===== src/loop_period_auto_tuner_core_defines.svh =====
// Assertion macros shared by the loop period auto-tuner RTL.
// Checks are compiled only when SYNTHESIS is not defined.
`ifndef LOOP_PERIOD_AUTO_TUNER_CORE_DEFINES_SVH
`define LOOP_PERIOD_AUTO_TUNER_CORE_DEFINES_SVH
`ifndef SYNTHESIS
// Same-cycle implication, disabled during reset.
`define LPAT_ASSERT_IMPL(label, clk, rst, ante, cons) \
   label: assert property (@(posedge clk) disable iff (rst) (ante) |-> (cons)) \
      else $error("lpat assertion failed");
// Next-cycle implication, disabled during reset.
`define LPAT_ASSERT_NEXT(label, clk, rst, ante, cons) \
   label: assert property (@(posedge clk) disable iff (rst) (ante) |=> (cons)) \
      else $error("lpat assertion failed");
`else
`define LPAT_ASSERT_IMPL(label, clk, rst, ante, cons)
`define LPAT_ASSERT_NEXT(label, clk, rst, ante, cons)
`endif
`endif


===== src/lpat_pkg.sv =====
// Types and constants of the loop period auto-tuner.
// No dependencies; used by every other file of the block but the assertion macros header.
`timescale 1ns / 1ps

package lpat_pkg;

   localparam int PERIOD_W   = 15;
   localparam int WARN_W     = 8;
   localparam int LOAD_W     = 16;
   localparam int SUM_W      = 24;
   localparam int CNT_W      = 8;
   localparam int CSR_ADDR_W = 3;
   localparam int CSR_DATA_W = 32;

   localparam logic [CNT_W-1:0]    WINDOW_LEN       = 8'd200;
   localparam logic [CNT_W-1:0]    STARTUP_LOOPS    = 8'd200;
   localparam logic [LOAD_W-1:0]   FAIL_LIMIT_US    = 16'd20000;
   localparam logic [LOAD_W:0]     HEADROOM_US      = 17'd10;
   localparam logic [SUM_W-1:0]    SLACK_US         = 24'd5;
   localparam logic [SUM_W-1:0]    WINDOW_LEN_SUM   = SUM_W'(WINDOW_LEN);
   localparam logic [PERIOD_W-1:0] CAP_FLOOR_US     = 15'd500;
   localparam logic [PERIOD_W-1:0] MIN_PERIOD_RESET = 15'd250;

   // Item kinds.
   localparam logic KIND_TICK  = 1'b0;
   localparam logic KIND_RESET = 1'b1;

   // Register index taken from the word address.
   localparam logic REG_MIN_PERIOD = 1'b0;

   typedef struct packed {
      logic                kind;
      logic [LOAD_W-1:0]   cpu_load_us;
      logic [LOAD_W-1:0]   loop_time_us;
   } item_type;

   typedef struct packed {
      logic [PERIOD_W-1:0] period_us;
      logic [WARN_W-1:0]   warning_count;
      logic                overrun_fail;
      logic                filters_update;
   } result_type;

   // Configuration towards the tuning engine.
   typedef struct packed {
      logic                wr;
      logic [PERIOD_W-1:0] wdata;
      logic [PERIOD_W-1:0] min_period;
   } cfg_type;

endpackage


===== src/lpat_if.sv =====
// Channel and register-bus interfaces of the loop period auto-tuner.
// Depends on lpat_pkg.
`timescale 1ns / 1ps

interface lpat_req_if;
   logic                           valid;
   logic                           ready;
   logic                           kind;
   logic [lpat_pkg::LOAD_W-1:0]    cpu_load_us;
   logic [lpat_pkg::LOAD_W-1:0]    loop_time_us;

   modport source (output valid, kind, cpu_load_us, loop_time_us, input ready);
   modport sink   (input valid, kind, cpu_load_us, loop_time_us, output ready);
endinterface

interface lpat_rsp_if;
   logic                           valid;
   logic                           ready;
   logic [lpat_pkg::PERIOD_W-1:0]  period_us;
   logic [lpat_pkg::WARN_W-1:0]    warning_count;
   logic                           overrun_fail;
   logic                           filters_update;

   modport source (output valid, period_us, warning_count, overrun_fail, filters_update,
                   input ready);
   modport sink   (input valid, period_us, warning_count, overrun_fail, filters_update,
                   output ready);
endinterface

interface lpat_apb_if;
   logic                            psel;
   logic                            penable;
   logic                            pwrite;
   logic [lpat_pkg::CSR_ADDR_W-1:0] paddr;
   logic [lpat_pkg::CSR_DATA_W-1:0] pwdata;
   logic [lpat_pkg::CSR_DATA_W-1:0] prdata;
   logic                            pready;

   modport source (output psel, penable, pwrite, paddr, pwdata, input prdata, pready);
   modport sink   (input psel, penable, pwrite, paddr, pwdata, output prdata, pready);
endinterface


===== src/loop_period_auto_tuner_core.sv =====
// Top level of the loop period auto-tuner: input register, engine and register file.
// Depends on lpat_pkg, lpat_if, lpat_csr and lpat_engine.
`timescale 1ns / 1ps

// Loop period auto-tuner. Each item on req_chan is either a loop tick carrying busy
// and loop time in microseconds or a reset request; every item yields exactly one
// result on rsp_chan with the current period, the warning count and the overrun and
// filter-update flags. An item is registered on acceptance and its result is then
// registered in the result register of the engine, where it is held until taken;
// a new item is taken in every cycle while rsp_chan keeps draining, and the update
// of the window state in the engine for each item sets that rate. The minimum
// period is written over csr_bus at byte address 0; a write also loads the period
// and clears the window, and is to be made only while no item is in flight.
module loop_period_auto_tuner_core (
   input  logic      clock,
   input  logic      reset,
   lpat_req_if.sink   req_chan,
   lpat_rsp_if.source rsp_chan,
   lpat_apb_if.sink   csr_bus
);

   lpat_pkg::cfg_type  cfg;
   lpat_pkg::item_type item_ff, item_in;
   logic               item_valid_ff, item_valid_in;
   logic               item_take;
   logic               req_fire;

   assign req_chan.ready = !item_valid_ff || item_take;
   assign req_fire       = req_chan.valid && req_chan.ready;

   assign item_in.kind         = req_chan.kind;
   assign item_in.cpu_load_us  = req_chan.cpu_load_us;
   assign item_in.loop_time_us = req_chan.loop_time_us;

   always_comb begin
      if (req_fire) begin
         item_valid_in = 1'b1;
      end else if (item_take) begin
         item_valid_in = 1'b0;
      end else begin
         item_valid_in = item_valid_ff;
      end
   end

   always_ff @(posedge clock) begin
      if (reset) begin
         item_valid_ff <= 1'b0;
      end else begin
         item_valid_ff <= item_valid_in;
      end
   end

   always_ff @(posedge clock) begin
      if (req_fire) begin
         item_ff <= item_in;
      end
   end

   lpat_csr u_csr (
      .clock   (clock),
      .reset   (reset),
      .csr_bus (csr_bus),
      .cfg     (cfg)
   );

   lpat_engine u_engine (
      .clock      (clock),
      .reset      (reset),
      .cfg        (cfg),
      .item       (item_ff),
      .item_valid (item_valid_ff),
      .item_take  (item_take),
      .rsp_chan   (rsp_chan)
   );

endmodule


===== src/lpat_csr.sv =====
// Register file of the loop period auto-tuner: holds the minimum period.
// Depends on lpat_pkg and lpat_if.
`timescale 1ns / 1ps

module lpat_csr (
   input  logic              clock,
   input  logic              reset,
   lpat_apb_if.sink          csr_bus,
   output lpat_pkg::cfg_type cfg
);

   logic [lpat_pkg::PERIOD_W-1:0] min_period_ff;
   logic [lpat_pkg::PERIOD_W-1:0] min_period_in;
   logic                          wr_en;

   // Address bit 2 selects the register; only the first one exists.
   assign wr_en = csr_bus.psel && csr_bus.penable && csr_bus.pwrite
                  && (csr_bus.paddr[2] == lpat_pkg::REG_MIN_PERIOD);

   assign min_period_in = wr_en ? csr_bus.pwdata[lpat_pkg::PERIOD_W-1:0] : min_period_ff;

   always_ff @(posedge clock) begin
      if (reset) begin
         min_period_ff <= lpat_pkg::MIN_PERIOD_RESET;
      end else begin
         min_period_ff <= min_period_in;
      end
   end

   always_comb begin
      csr_bus.pready = 1'b1;
      if (csr_bus.paddr[2] == lpat_pkg::REG_MIN_PERIOD) begin
         csr_bus.prdata = {{(lpat_pkg::CSR_DATA_W-lpat_pkg::PERIOD_W){1'b0}}, min_period_ff};
      end else begin
         csr_bus.prdata = '0;
      end
   end

   assign cfg.wr         = wr_en;
   assign cfg.wdata      = csr_bus.pwdata[lpat_pkg::PERIOD_W-1:0];
   assign cfg.min_period = min_period_ff;

endmodule


===== src/lpat_engine.sv =====
// Tuning engine: window state, period decision and the result register.
// Depends on lpat_pkg, lpat_if and the assertion macros header.
`timescale 1ns / 1ps
`include "loop_period_auto_tuner_core_defines.svh"

module lpat_engine (
   input  logic               clock,
   input  logic               reset,
   input  lpat_pkg::cfg_type  cfg,
   input  lpat_pkg::item_type item,
   input  logic               item_valid,
   output logic               item_take,
   lpat_rsp_if.source         rsp_chan
);

   logic [lpat_pkg::CNT_W-1:0]    loops_ff,   loops_in;
   logic                          skip_ff,    skip_in;
   logic [lpat_pkg::SUM_W-1:0]    sum_ff,     sum_in;
   logic [lpat_pkg::CNT_W-1:0]    win_ff,     win_in;
   logic                          headroom_ff, headroom_in;
   logic [lpat_pkg::PERIOD_W-1:0] period_ff,  period_in;
   logic [lpat_pkg::WARN_W-1:0]   warn_ff,    warn_in;
   logic                          rsp_valid_ff, rsp_valid_in;
   lpat_pkg::result_type          rsp_ff,     rsp_in;

   logic [lpat_pkg::CNT_W-1:0]    loops_inc;
   logic                          active;
   logic [lpat_pkg::PERIOD_W-1:0] faster;
   logic [lpat_pkg::PERIOD_W-1:0] cap;
   logic [lpat_pkg::PERIOD_W:0]   doubled;
   logic [lpat_pkg::SUM_W-1:0]    sum_add;
   logic [lpat_pkg::SUM_W-1:0]    limit;
   logic [lpat_pkg::CNT_W-1:0]    win_inc;
   logic                          tight;
   logic                          skip_clear;
   logic                          fail;
   logic                          update;

   // The result register frees up when it is empty or being drained.
   assign item_take = item_valid && (!rsp_valid_ff || rsp_chan.ready);

   always_comb begin
      loops_inc = (loops_ff < lpat_pkg::STARTUP_LOOPS)
                  ? lpat_pkg::CNT_W'(loops_ff + 1'b1) : loops_ff;
      active    = (loops_inc >= lpat_pkg::STARTUP_LOOPS);
      faster    = ((period_ff >> 1) < cfg.min_period) ? cfg.min_period : (period_ff >> 1);
      cap       = (cfg.min_period > lpat_pkg::CAP_FLOOR_US) ? cfg.min_period
                                                            : lpat_pkg::CAP_FLOOR_US;
      doubled   = {period_ff, 1'b0};
      sum_add   = lpat_pkg::SUM_W'(sum_ff + {{(lpat_pkg::SUM_W-lpat_pkg::LOAD_W){1'b0}},
                                             item.cpu_load_us});
      // The average test is done on the sum against (period + 5) times the window length.
      limit     = lpat_pkg::SUM_W'(({{(lpat_pkg::SUM_W-lpat_pkg::PERIOD_W){1'b0}}, period_ff}
                                    + lpat_pkg::SLACK_US) * lpat_pkg::WINDOW_LEN_SUM);
      win_inc   = lpat_pkg::CNT_W'(win_ff + 1'b1);
      tight     = ({1'b0, item.cpu_load_us} + lpat_pkg::HEADROOM_US)
                  > {{(lpat_pkg::LOAD_W+1-lpat_pkg::PERIOD_W){1'b0}}, faster};
   end

   always_comb begin
      loops_in    = loops_ff;
      skip_in     = skip_ff;
      sum_in      = sum_ff;
      win_in      = win_ff;
      headroom_in = headroom_ff;
      period_in   = period_ff;
      warn_in     = warn_ff;
      skip_clear  = 1'b0;
      fail        = 1'b0;
      update      = 1'b0;
      if (cfg.wr) begin
         period_in   = cfg.wdata;
         sum_in      = '0;
         win_in      = '0;
         headroom_in = 1'b1;
      end else if (item_take) begin
         if (item.kind == lpat_pkg::KIND_RESET) begin
            skip_in     = 1'b1;
            sum_in      = '0;
            win_in      = '0;
            headroom_in = 1'b1;
         end else begin
            loops_in = loops_inc;
            if (active) begin
               if (skip_ff) begin
                  skip_in    = 1'b0;
                  skip_clear = 1'b1;
               end else begin
                  fail        = (item.loop_time_us > lpat_pkg::FAIL_LIMIT_US);
                  sum_in      = sum_add;
                  headroom_in = headroom_ff && !tight;
                  win_in      = win_inc;
                  if (win_inc >= lpat_pkg::WINDOW_LEN) begin
                     if (sum_add > limit) begin
                        period_in = (doubled < {1'b0, cap}) ? doubled[lpat_pkg::PERIOD_W-1:0]
                                                            : cap;
                        warn_in   = lpat_pkg::WARN_W'(warn_ff + 1'b1);
                     end else if (headroom_ff && !tight) begin
                        period_in = faster;
                     end
                     sum_in      = '0;
                     win_in      = '0;
                     headroom_in = 1'b1;
                     update      = (period_in != period_ff);
                  end
               end
            end
         end
      end
   end

   always_comb begin
      rsp_in.period_us      = period_in;
      rsp_in.warning_count  = warn_in;
      rsp_in.overrun_fail   = fail;
      rsp_in.filters_update = update;
      if (item_take) begin
         rsp_valid_in = 1'b1;
      end else if (rsp_chan.ready) begin
         rsp_valid_in = 1'b0;
      end else begin
         rsp_valid_in = rsp_valid_ff;
      end
   end

   always_ff @(posedge clock) begin
      if (reset) begin
         loops_ff     <= '0;
         skip_ff      <= 1'b0;
         sum_ff       <= '0;
         win_ff       <= '0;
         headroom_ff  <= 1'b1;
         period_ff    <= lpat_pkg::MIN_PERIOD_RESET;
         warn_ff      <= '0;
         rsp_valid_ff <= 1'b0;
      end else begin
         loops_ff     <= loops_in;
         skip_ff      <= skip_in;
         sum_ff       <= sum_in;
         win_ff       <= win_in;
         headroom_ff  <= headroom_in;
         period_ff    <= period_in;
         warn_ff      <= warn_in;
         rsp_valid_ff <= rsp_valid_in;
      end
   end

   always_ff @(posedge clock) begin
      if (item_take) begin
         rsp_ff <= rsp_in;
      end
   end

   assign rsp_chan.valid          = rsp_valid_ff;
   assign rsp_chan.period_us      = rsp_ff.period_us;
   assign rsp_chan.warning_count  = rsp_ff.warning_count;
   assign rsp_chan.overrun_fail   = rsp_ff.overrun_fail;
   assign rsp_chan.filters_update = rsp_ff.filters_update;

   `LPAT_ASSERT_IMPL(a_win_range, clock, reset, 1'b1, win_ff < lpat_pkg::WINDOW_LEN)
   `LPAT_ASSERT_IMPL(a_empty_win_sum, clock, reset, win_ff == '0, sum_ff == '0)
   `LPAT_ASSERT_IMPL(a_period_floor, clock, reset, 1'b1, period_ff >= cfg.min_period)
   `LPAT_ASSERT_NEXT(a_skip_once, clock, reset, skip_clear, !skip_ff)

endmodule

===== src/flat_wrapper.sv =====
// flat-port wrapper written by rule: the top's interface ports become plain ports
module loop_period_auto_tuner_core_flat 
  (clock, reset, req_chan_valid, req_chan_kind, req_chan_cpu_load_us, req_chan_loop_time_us, req_chan_ready, rsp_chan_valid, rsp_chan_period_us, rsp_chan_warning_count, rsp_chan_overrun_fail, rsp_chan_filters_update, rsp_chan_ready, csr_bus_psel, csr_bus_penable, csr_bus_pwrite, csr_bus_paddr, csr_bus_pwdata, csr_bus_prdata, csr_bus_pready);
  lpat_req_if req_chan_i ();
  lpat_rsp_if rsp_chan_i ();
  lpat_apb_if csr_bus_i ();
  input  logic clock;
  input  logic reset;
  input wire logic [$bits(req_chan_i.valid)-1:0] req_chan_valid;
  input wire logic [$bits(req_chan_i.kind)-1:0] req_chan_kind;
  input wire logic [$bits(req_chan_i.cpu_load_us)-1:0] req_chan_cpu_load_us;
  input wire logic [$bits(req_chan_i.loop_time_us)-1:0] req_chan_loop_time_us;
  output wire logic [$bits(req_chan_i.ready)-1:0] req_chan_ready;
  output wire logic [$bits(rsp_chan_i.valid)-1:0] rsp_chan_valid;
  output wire logic [$bits(rsp_chan_i.period_us)-1:0] rsp_chan_period_us;
  output wire logic [$bits(rsp_chan_i.warning_count)-1:0] rsp_chan_warning_count;
  output wire logic [$bits(rsp_chan_i.overrun_fail)-1:0] rsp_chan_overrun_fail;
  output wire logic [$bits(rsp_chan_i.filters_update)-1:0] rsp_chan_filters_update;
  input wire logic [$bits(rsp_chan_i.ready)-1:0] rsp_chan_ready;
  input wire logic [$bits(csr_bus_i.psel)-1:0] csr_bus_psel;
  input wire logic [$bits(csr_bus_i.penable)-1:0] csr_bus_penable;
  input wire logic [$bits(csr_bus_i.pwrite)-1:0] csr_bus_pwrite;
  input wire logic [$bits(csr_bus_i.paddr)-1:0] csr_bus_paddr;
  input wire logic [$bits(csr_bus_i.pwdata)-1:0] csr_bus_pwdata;
  output wire logic [$bits(csr_bus_i.prdata)-1:0] csr_bus_prdata;
  output wire logic [$bits(csr_bus_i.pready)-1:0] csr_bus_pready;
  assign req_chan_i.valid = req_chan_valid;
  assign req_chan_i.kind = req_chan_kind;
  assign req_chan_i.cpu_load_us = req_chan_cpu_load_us;
  assign req_chan_i.loop_time_us = req_chan_loop_time_us;
  assign req_chan_ready = req_chan_i.ready;
  assign rsp_chan_valid = rsp_chan_i.valid;
  assign rsp_chan_period_us = rsp_chan_i.period_us;
  assign rsp_chan_warning_count = rsp_chan_i.warning_count;
  assign rsp_chan_overrun_fail = rsp_chan_i.overrun_fail;
  assign rsp_chan_filters_update = rsp_chan_i.filters_update;
  assign rsp_chan_i.ready = rsp_chan_ready;
  assign csr_bus_i.psel = csr_bus_psel;
  assign csr_bus_i.penable = csr_bus_penable;
  assign csr_bus_i.pwrite = csr_bus_pwrite;
  assign csr_bus_i.paddr = csr_bus_paddr;
  assign csr_bus_i.pwdata = csr_bus_pwdata;
  assign csr_bus_prdata = csr_bus_i.prdata;
  assign csr_bus_pready = csr_bus_i.pready;
  loop_period_auto_tuner_core u_core (.clock(clock), .reset(reset), .req_chan(req_chan_i), .rsp_chan(rsp_chan_i), .csr_bus(csr_bus_i));
endmodule

===== config.mk =====
export PLATFORM = sky130hd
export DESIGN_NAME = loop_period_auto_tuner_core_flat
export DESIGN_NICKNAME = d
export VERILOG_FILES = /design/src/lpat_pkg.sv /design/src/lpat_if.sv /design/src/loop_period_auto_tuner_core.sv /design/src/lpat_csr.sv /design/src/lpat_engine.sv /design/src/flat_wrapper.sv
export VERILOG_INCLUDE_DIRS = /design/src /design/src/src
export SDC_FILE = /design/constraint.sdc
export NUM_CORES = 1
export LEC_CHECK = 0
export BUFFER_PORTS_ARGS = -buffer_cell sky130_fd_sc_hd__buf_2
export CAP_MARGIN = 20
export CORE_MARGIN = 4
export CORE_UTILIZATION = 64
export DETAILED_ROUTE_END_ITERATION = 10
export GPL_TIMING_DRIVEN = 0
export PLACE_DENSITY_LB_ADDON = 0.2
export SLEW_MARGIN = 40
export SYNTH_ARGS = -nofsm -noshare
export SYNTH_HDL_FRONTEND = slang
export SYNTH_SLANG_ARGS = --single-unit

===== constraint.sdc =====
create_clock -name clock -period 21.3 [get_ports clock]
set_input_delay 1.065 -clock clock [delete_from_list [all_inputs] [get_ports clock]]
set_output_delay 1.065 -clock clock [all_outputs]
set_load 0.05 [all_outputs]

==> results of run 1 <==
synth_stat cells (all sizes together), types with 4 or more instances:
cell | count | area [µm²]
and2 | 8 | 50.1
o221ai | 10 | 87.6
nand3 | 38 | 190
ha | 137 | 1710
o21a | 12 | 90.1
o21bai | 8 | 60.1
o21ai | 53 | 265
a21boi | 6 | 45.0
or2 | 11 | 68.8
xor2 | 34 | 298
o31ai | 5 | 37.5
o22ai | 14 | 87.6
nor2b | 24 | 150
a211o | 7 | 61.3
mux2i | 4 | 40.0
a21oi | 106 | 531
edfxtp | 58 | 1740
fa | 11 | 220
nor2 | 110 | 420
clkbuf | 42 | 158
xnor2 | 58 | 508
a211oi | 13 | 97.6
o211ai | 7 | 52.6
nand2b | 8 | 50.1
dfxtp | 82 | 1640
or3 | 19 | 124
nor3 | 20 | 123
a32oi | 4 | 35.0
a22oi | 13 | 97.6
nand2 | 97 | 364
nand4 | 20 | 131
buf | 25 | 171
and3 | 18 | 118
a31oi | 9 | 56.3
a22o | 6 | 52.6
a21o | 17 | 128
inv | 97 | 364
worst max-delay path: cells and delay by family (launching register included):
family                   cells  cell delay (ns)
adder cells (fa/ha/maj)      5             1.64
AND/OR/NAND/NOR              6             1.70
XOR/XNOR                     2             0.30
buffers and inverters        5             1.08
flip-flops                   1             0.44
AO/OA/AOI/OAI               12             2.85
layout make-up:
| cell class | instances | area [µm²] | area share [%] |
|---|---|---|---|
| Clock inverter | 13 | 130 | 1.06 |
| Inverter | 97 | 364 | 2.96 |
| Timing Repair Buffer | 96 | 480 | 3.91 |
| Buffer | 67 | 329 | 2.68 |
| Clock buffer | 19 | 443 | 3.60 |
| Tap cell | 220 | 275 | 2.24 |
| Sequential cell | 140 | 3380 | 27.5 |
| Multi-Input combinational cell | 975 | 6880 | 56.0 |
registers in the layout (all words and copies together), names as in the netlist:
name,cells
u_core.item_ff,33
u_core.u_engine.sum_ff,24
u_core.u_csr.min_period_ff,15
u_core.u_engine.period_ff,15
u_core.u_engine.rsp_chan.period_us,15
u_core.u_engine.loops_ff,8
u_core.u_engine.rsp_chan.warning_count,8
u_core.u_engine.warn_ff,8
u_core.u_engine.win_ff,8
u_core.item_valid_ff,1
u_core.u_engine.headroom_ff,1
u_core.u_engine.rsp_chan.filters_update,1
u_core.u_engine.rsp_chan.overrun_fail,1
u_core.u_engine.rsp_chan.valid,1
u_core.u_engine.skip_ff,1
stage by stage:
| stage | setup slack (ns) | power, mW |
|---|---|---|
| final | 13.15 | 0.907 |
| after global routing | 12.67 | 0.957 |
| after CTS | 13.00 | 0.901 |
| after detailed placement | 13.00 | 0.606 |
| after global placement | 13.03 | 0.602 |
| after floorplan | 14.64 | 0.531 |
cells by family after synthesis:
| kind of cell | count (synthesis) | synth area share (%) |
|---|---|---|
| AND/OR/NAND/NOR | 392 | 17.9 |
| AO/OA/AOI/OAI | 318 | 18.8 |
| buffers and inverters | 164 | 6.36 |
| adder cells (fa/ha/maj) | 148 | 17.8 |
| flip-flops | 140 | 31.1 |
| XOR/XNOR | 92 | 7.40 |
| multiplexers | 7 | 0.678 |
| other | 2 | 0.0690 |
power by group:
part | total [mW] | internal [mW] | switching (mW)
Sequential | 0.295 | 0.288 | 0.00710
Clock | 0.297 | 0.167 | 0.130
Combinational | 0.315 | 0.118 | 0.198
path summary, 6_finish.rpt:
| path | start | endpoint | slack [ns] | depth (start not counted) |
|---|---|---|---|---|
| worst max register to register | u_core.u_engine.period_ff[1]$_SDFF_PP1_ | u_core.u_engine.period_ff[3]$_SDFF_PP1_ | 13.15 | 30 |
| worst max-delay path | u_core.u_engine.period_ff[1]$_SDFF_PP1_ | u_core.u_engine.period_ff[3]$_SDFF_PP1_ | 13.15 | 30 |
| worst min-delay path | u_core.u_engine.sum_ff[6]$_SDFFE_PP0P_ | u_core.u_engine.sum_ff[6]$_SDFFE_PP0P_ | 0.46 | 2 |
| worst min register to register | u_core.u_engine.sum_ff[6]$_SDFFE_PP0P_ | u_core.u_engine.sum_ff[6]$_SDFFE_PP0P_ | 0.46 | 2 |
per-layer routing:
metal  vias to the layer above  global-route usage (%)
li1                       4756                       -
met1                      4653                    40.0
met2                       508                    50.2
met3                        92                    6.53
met4                         0                    11.4
met5                         -                       0
==> metrics.txt, run 1 <==
Async SR Flop Fraction=0%; Num CTS Buffers=17; H-Tree Depth=4; top_reg_cell synth=dfxtp_1; Startpoint Class=register; Iter 0 DRT Violations=998; Synthesis Warnings=0; DRC errors left=0; fin crit share=38.2%; slew at the pin closest to its max-slew limit=0.858 ns; post-synthesis sequential area ratio=31.1%; worst-path cell with the longest stage delay=nor3_1; WL met2=13800 µm; run status=complete, no violations; slew margin rel.=42.4%; Tmin final=8.15 ns; Final Routed Wirelength=29800 µm; wire length on met3=2770 µm; Vias=10009; Hold-fix buffers, CTS=0; I/O pin cnt=135; final setup skew=0.0125 ns; Initial Util=65.4%; HP Class=register to register; largest net degree at the start of global routing=34; worst path arrival time=8.47 ns; Util after Layout=73.8%; highest metal layer with signal wires=met4; worst skew pair latency=0.43 ns; unrepaired setup endpoints after global routing=false; FP Rows=47; postcts setup bufs=0; Lkg Pwr=5.50 nW; Setup-failing EPs final=0; Syn Area/Cell=8.62 µm²; Max IR drop VDD=0.0774 mV; Fin. Hold Viols=0; Vias/cell=6.15; met1 WL=12200 µm; most common cell after layout, fill and taps aside=ha_1; worst-path fanout max=10; Clock Path Buffers=2; Hold Slack=0.459 ns; Top cell by count, worst path=ha_1; Cell Pwr Density=73.8 mW/mm²; Die X=138 µm; detailed placer's ending HPWL=22900 µm; # diodes=0; DR pass1 iterations=6; Congestion Overflow GR=0; slowest stage delay, CP=0.59 ns; clk root buf=clkbuf_16; port buffer count=96; Cell variety after synth=78; core area=0.0166 mm²; Routed Antenna Nets=0; worst endpoint required time=21.62 ns; Area growth syn-to-layout=12.8%; layout cell share with drive strength beyond 1=12.4%; vias in the first global route=9481; first-pass GRT wire length=48000 µm; final cell area excluding filler cells=0.0123 mm²; antenna violations before repair=0; fill count=1273; post-synthesis register bit count=140; Placed Cells=1595; RePlAce Congestion=0.981; CTS tree=done; setup total negative slack=0 ns; Post-synth EDFFs=58; nets=1617; placed instance area=0.0117 mm²; Cell Area, Synth=0.0109 mm²; Gate Count Post-Synth=1263; WL/cell=18.3 µm; Clk pin slew, worst setup/hold paths=0.07 ns; Die ar.=0.0192 mm²; critical path type=register to register; most frequent cells in the layout=ha_1, nor2_1, a21oi_1; Max-cap violations=0; max-slew violation count=0; Fmax=0.123 GHz; Critical Path Sink Type=register; Die Span Y=138 µm; cts repair resizes=0; GRT Resource Usage Total=30.6%; clock sinks=140; non-filler cells, final=1627
No activity file was read; power rests on OpenSTA's default activity.
==> run 2: changes to the inputs <==
--- a/config.mk
+++ b/config.mk
@@ -6,10 +6,11 @@
 export SDC_FILE = /design/constraint.sdc
 export NUM_CORES = 1
 export LEC_CHECK = 0
+export ABC_AREA = 1
 export BUFFER_PORTS_ARGS = -buffer_cell sky130_fd_sc_hd__buf_2
 export CAP_MARGIN = 20
 export CORE_MARGIN = 4
-export CORE_UTILIZATION = 64
+export CORE_UTILIZATION = 54
 export DETAILED_ROUTE_END_ITERATION = 10
 export GPL_TIMING_DRIVEN = 0
 export PLACE_DENSITY_LB_ADDON = 0.2
==> constraint.sdc (replaced) <==
create_clock -name clock -period 7.2 [get_ports clock]
set_input_delay 0.36 -clock clock [delete_from_list [all_inputs] [get_ports clock]]
set_output_delay 0.36 -clock clock [all_outputs]
set_load 0.05 [all_outputs]
==> run 2 against run 1 <==
  * The flow now finishes with violations (design-rule violations)
  * Utilization is 9.2 points lower
  * Clock-buffer cell count down 2
  * Combinational power rose to 4.2 times the previous value
  * Worst hold slack worse by 0.35 ns
  * Sequential power increased to 3.0 times the previous value
  * Global-route usage is 5.9 points lower
  * Highest routed layer unchanged
==> metrics.txt, run 2 <==
run status=complete, but fails checks; failing checks=design-rule violations; Gate Count Post-Synth=1467; Die X=151 µm; combinational fraction of design power=43.0%; DRC errors left=2; Syn Area/Cell=7.48 µm²; Synth Area in Adders=17.6%; post-synthesis xor/xnor area fraction=6.22%; Max IR drop VDD=0.168 mV; HP Class=primary input to register; non-filler cells, final=1891; WL met2=13200 µm; FP Rows=51; fin crit share=95.4%; synth top area cells=edfxtp_1, ha_1, dfxtp_1; final cell area excluding filler cells=0.0128 mm²; Clock Power Share=28.5%; final setup skew=0.0112 ns; nets=1836; worst path arrival time=7.04 ns; I/O pin cnt=135; post-synth top area cell=edfxtp_1; Synthesis Warnings=0; top_reg_cell synth=dfxtp_1; Vias=10123; WL/cell=14.8 µm; detailed placer's ending HPWL=22000 µm; Num CTS Buffers=17; Placed Cells=1844; Top cell by count, worst path=nand2_1; Iter 0 DRT Violations=807; met1 WL=12600 µm; vias in the first global route=9447; Final Routed Wirelength=28000 µm; Hold-fix buffers, CTS=0; post-synthesis mux area share=0%; setup total negative slack=0 ns; Clock Path Buffers=2; CTS tree=done; Fin. Hold Viols=0; post-synthesis compound-gate area fraction=11.0%; Critical Path Sink Type=register; Fmax=0.146 GHz; main combinational cell family by area after synthesis=simple AND/OR/NAND/NOR gates; post-synthesis sequential area ratio=30.8%; Psw=1.25 mW; placed instance area=0.0118 mm²; Routed Antenna Nets=0; family with the most delay on the worst path=simple AND/OR/NAND/NOR gates; slew margin rel.=38.6%; worst endpoint required time=7.37 ns; GRT Resource Usage Total=24.7%; layout cell share with drive strength beyond 1=14.8%; worst-path fanout max=10; Synth top area share=15.9%; Initial Util=55.6%; Congestion Overflow GR=0; worst skew pair latency=0.43 ns; Internal=1.83 mW; largest net degree at the start of global routing=34; sequential power share=28.5%; RePlAce Congestion=0.923; fill count=1760; Die ar.=0.0227 mm²; most frequent cells in the layout=nand2_1, inv_1, ha_1; clock sinks=140; Synth Area in Simple Gates=24.8%; register bank with the most flops=u_core.item_ff; worst-path cell with the longest stage delay=fa_1; Async SR Flop Fraction=0%; port buffer count=96; # diodes=0; most frequent cell after synthesis=nand2_1; highest metal layer with signal wires=met4; max-slew violation count=0; Post-synth EDFFs=58; Cell Area, Synth=0.0110 mm²; Max-cap violations=0; post-synthesis register bit count=140; wire length on met3=1630 µm; Clk pin slew, worst setup/hold paths=0.07 ns; Util after Layout=64.7%; Startpoint Class=register; Die Span Y=151 µm; slowest stage delay, CP=0.49 ns; Tmin final=6.87 ns; H-Tree Depth=4; Cell Pwr Density=241 mW/mm²; Setup WS pre-CTS=-1.20 ns; Switching Fraction=40.5%; Area growth syn-to-layout=16.2%; Setup-failing EPs final=0; slew at the pin closest to its max-slew limit=0.921 ns; biggest regs=u_core.item_ff: 33 flops, u_core.u_engine.sum_ff: 24 flops; Vias/cell=5.35; critical path type=register to register; max FFs per register=33; Lkg Pwr=6.25 nW; most common cell after layout, fill and taps aside=nand2_1; core area=0.0197 mm²; top post-synthesis cells by count=nand2_1, inv_1, ha_1; antenna violations before repair=0; CP Buf/Inv Count=4; DR pass1 iterations=9; first-pass GRT wire length=44900 µm; Setup WS post-layout=0.329 ns; clk root buf=clkbuf_16; Cell variety after synth=50
run 2: kinds of logic after synthesis:
group / after synthesis
flip-flops: 140
AND/OR/NAND/NOR: 634
adder cells (fa/ha/maj): 148
XOR/XNOR: 77
AO/OA/AOI/OAI: 217
buffers and inverters: 249
other: 2
run 2: final cells by class:
type	instances	area [µm²]	area share, %
well taps	265	332	2.60
clock inverters	15	153	1.20
flip-flops and latches	140	3390	26.6
inverters	190	726	5.69
repair buffers	111	593	4.65
plain buffers	59	342	2.68
clock buffers	17	425	3.34
multi-input cells	1094	6790	53.2
run 2: layer usage:
metal  vias up  track usage [%]
met5         -                0
met4         0             7.96
met3        41             2.92
met2       272             40.6
met1      4675             34.0
li1       5135                -
run 2: worst paths after layout:
| check | slack, ns | start | end | cells after the start |
|---|---|---|---|---|
| min | 0.11 | req_chan_cpu_load_us[10] | u_core.item_ff[26]$_DFFE_PP_ | 1 |
| max reg2reg | 0.33 | u_core.u_engine.period_ff[0]$_SDFF_PP0_ | u_core.u_engine.rsp_chan.filters_update$_SDFFCE_PP0P_ | 40 |
| max | 0.33 | u_core.u_engine.period_ff[0]$_SDFF_PP0_ | u_core.u_engine.rsp_chan.filters_update$_SDFFCE_PP0P_ | 40 |
| min reg2reg | 0.47 | u_core.u_engine.sum_ff[13]$_SDFFE_PP0P_ | u_core.u_engine.sum_ff[13]$_SDFFE_PP0P_ | 2 |
run 2: per-stage QoR:
| stage | power (mW) | hold slack, ns |
|---|---|---|
| 3_5_place_dp | 2.07 | 0.462 |
| 5_1_grt | 3.29 | 0.103 |
| 4_1_cts | 3.00 | 0.0991 |
| 3_3_place_gp | 2.05 | 0.455 |
| 6_report | 3.08 | 0.107 |
| 2_1_floorplan | 1.80 | 0.445 |
run 2: timing repair:
item / 4_1_cts / 5_1_grt
endpoints found under the hold margin: 0 / 0
buffers inserted: 2 / 13
cloned: 0 / 0
pin swaps: 1 / 15
endpoints found under the setup margin: 47 / 43
resized for setup: 21 / 38
run 2: power groups by stage:
stage               Sequential, mW  Combinational [mW]  Clock (mW)
detailed placement           0.894                1.18           0
global placement             0.894                1.15           0
global route                 0.879                1.48       0.929
CTS                          0.876                1.23       0.887
finish                       0.876                1.32       0.876
floorplan                    0.908               0.894           0
==> run 3: changes to the inputs <==
--- a/config.mk
+++ b/config.mk
@@ -9,11 +9,13 @@
 export ABC_AREA = 1
 export BUFFER_PORTS_ARGS = -buffer_cell sky130_fd_sc_hd__buf_2
 export CAP_MARGIN = 20
+export CELL_PAD_IN_SITES_DETAIL_PLACEMENT = 1
+export CELL_PAD_IN_SITES_GLOBAL_PLACEMENT = 2
 export CORE_MARGIN = 4
-export CORE_UTILIZATION = 54
+export CORE_UTILIZATION = 31
 export DETAILED_ROUTE_END_ITERATION = 10
 export GPL_TIMING_DRIVEN = 0
-export PLACE_DENSITY_LB_ADDON = 0.2
+export PLACE_DENSITY_LB_ADDON = 0.1
 export SLEW_MARGIN = 40
 export SYNTH_ARGS = -nofsm -noshare
 export SYNTH_HDL_FRONTEND = slang
==> run 3 against run 2 <==
  * The flow now finishes without violations
  * Clock power up 11%
  * Utilization down 27 points
  * Clock-buffer cell count unchanged
  * Worst setup slack better by 0.14 ns
  * Design area up 3.5%
  * Routed wire length up 25%
  * Sequential power about the same
  * Clock skew up 0.0086 ns
  * Critical path depth unchanged
  * Worst hold slack worse by 0.028 ns
  * Final cell count up 11%
==> metrics.txt, run 3 (synthesis results as in run 2) <==
first-pass GRT wire length=55300 µm; GRT Resource Usage Total=18.3%; CP Buf/Inv Count=8; antenna violations before repair=1; worst skew pair latency=0.46 ns; slowest stage delay, CP=0.49 ns; Startpoint Class=register; slew margin rel.=43.3%; most common cell after layout, fill and taps aside=nand2_1; register bank with the most flops=u_core.item_ff; biggest regs=u_core.item_ff: 33 flops, u_core.u_engine.sum_ff: 24 flops; final setup skew=0.0199 ns; Routed Antenna Nets=0; Area growth syn-to-layout=20.3%; HP Class=primary input to register; final cell area excluding filler cells=0.0132 mm²; core area=0.0347 mm²; Congestion Overflow GR=0; DR pass1 iterations=5; Final Routed Wirelength=35000 µm; Cell Pwr Density=247 mW/mm²; Die Span Y=196 µm; run status=complete, no violations; Fmax=0.149 GHz; worst-path cell with the longest stage delay=fa_1; RePlAce Congestion=0.823; worst path arrival time=6.92 ns; max-slew violation count=0; layout cell share with drive strength beyond 1=16.3%; worst endpoint required time=7.39 ns; Hold-fix buffers, CTS=0; clock sinks=140; Util after Layout=38.0%; Die X=196 µm; Lkg Pwr=6.37 nW; fin crit share=93.4%; Max-cap violations=0; Tmin final=6.73 ns; Critical Path Sink Type=register; Die ar.=0.0385 mm²; Initial Util=31.6%; port buffer count=96; WL/cell=16.7 µm; vias in the first global route=10262; Clock Path Buffers=2; fill count=4326; max FFs per register=33; Num CTS Buffers=17; clk root buf=clkbuf_16; Top cell by count, worst path=nand2_1; detailed placer's ending HPWL=28400 µm; H-Tree Depth=4; Max IR drop VDD=0.174 mV; DRC errors left=0; Clk pin slew, worst setup/hold paths=0.07 ns; worst-path fanout max=10; family with the most delay on the worst path=adder cells; placed instance area=0.0121 mm²; Iter 0 DRT Violations=414; Vias=10060; reg2reg setup slack=0.47 ns; Vias/cell=4.81; slew at the pin closest to its max-slew limit=0.850 ns; CTS tree=done; critical path type=register to register; Fin. Hold Viols=0; I/O pin cnt=135; # diodes=0; Setup-failing EPs final=0; largest net degree at the start of global routing=34; nets=1845; FP Rows=68; most frequent cells in the layout=nand2_1, inv_1, ha_1
run 3: changes by cell type in the layout (fill, tap and decap cells not counted), sizes merged:
cell	change
inv	-2
clkbuf	+1
bufinv	+2
buf	+8
run 3: final cells by class:
type	count	area, µm²	share of cell area [%]
flip-flops and latches	140	3390	25.7
clock buffers	17	425	3.22
inverters	190	731	5.53
well taps	455	569	4.31
plain buffers	59	353	2.67
clock inverters	15	201	1.53
repair buffers	120	664	5.03
multi-input cells	1094	6870	52.0
run 3: repair_timing:
item	in CTS	in global routing
resized for setup	39	39
pin swaps	6	14
buffers inserted	10	14
setup endpoints to repair	47	42
run 3: path summary, 6_finish.rpt:
kind	start	end	cells after the start
worst max-delay path	u_core.u_engine.period_ff[0]$_SDFF_PP0_	u_core.u_engine.rsp_chan.filters_update$_SDFFCE_PP0P_	40
worst min-delay path	req_chan_loop_time_us[0]	u_core.item_ff[0]$_DFFE_PP_	1
worst max register to register	u_core.u_engine.period_ff[0]$_SDFF_PP0_	u_core.u_engine.rsp_chan.filters_update$_SDFFCE_PP0P_	40
worst min register to register	u_core.u_engine.sum_ff[5]$_SDFFE_PP0P_	u_core.u_engine.sum_ff[5]$_SDFFE_PP0P_	2
run 3: metal layers:
| layer | vias to the layer above | part of all wire [%] | GRT usage, % |
|---|---|---|---|
| met5 | - | 0 | 0 |
| met4 | 0 | 1.2 | 4.68 |
| li1 | 5137 | - | - |
| met3 | 19 | 2.4 | 2.58 |
| met2 | 110 | 47 | 29.9 |
| met1 | 4794 | 50 | 25.5 |
run 3: report_power, final:
| group | internal, mW | total [mW] | leakage (nW) | switching (mW) |
|---|---|---|---|---|
| sequential | 0.854 | 0.877 | 1.22 | 0.0233 |
| clock | 0.558 | 0.971 | 0.307 | 0.413 |
| combinational | 0.530 | 1.42 | 4.84 | 0.888 |
| total | 1.94 | 3.27 | 6.37 | 1.32 |
run 3: metrics by stage:
stage | worst slack (ns) | power [mW] | setup TNS (ns) | hold slack, ns | std cells
final | 0.473 | 3.27 | 0 | 0.0786 | 2090
after global routing | -0.0679 | 3.53 | -0.115 | 0.0508 | 2090
after CTS | 0.0420 | 3.23 | 0 | 0.0473 | 2076
after detailed placement | -1.89 | 2.14 | -53.53 | 0.464 | 2034
after global placement | -1.73 | 2.13 | -44.15 | 0.456 | 2034
after floorplan | 0.657 | 1.80 | 0 | 0.445 | 1483
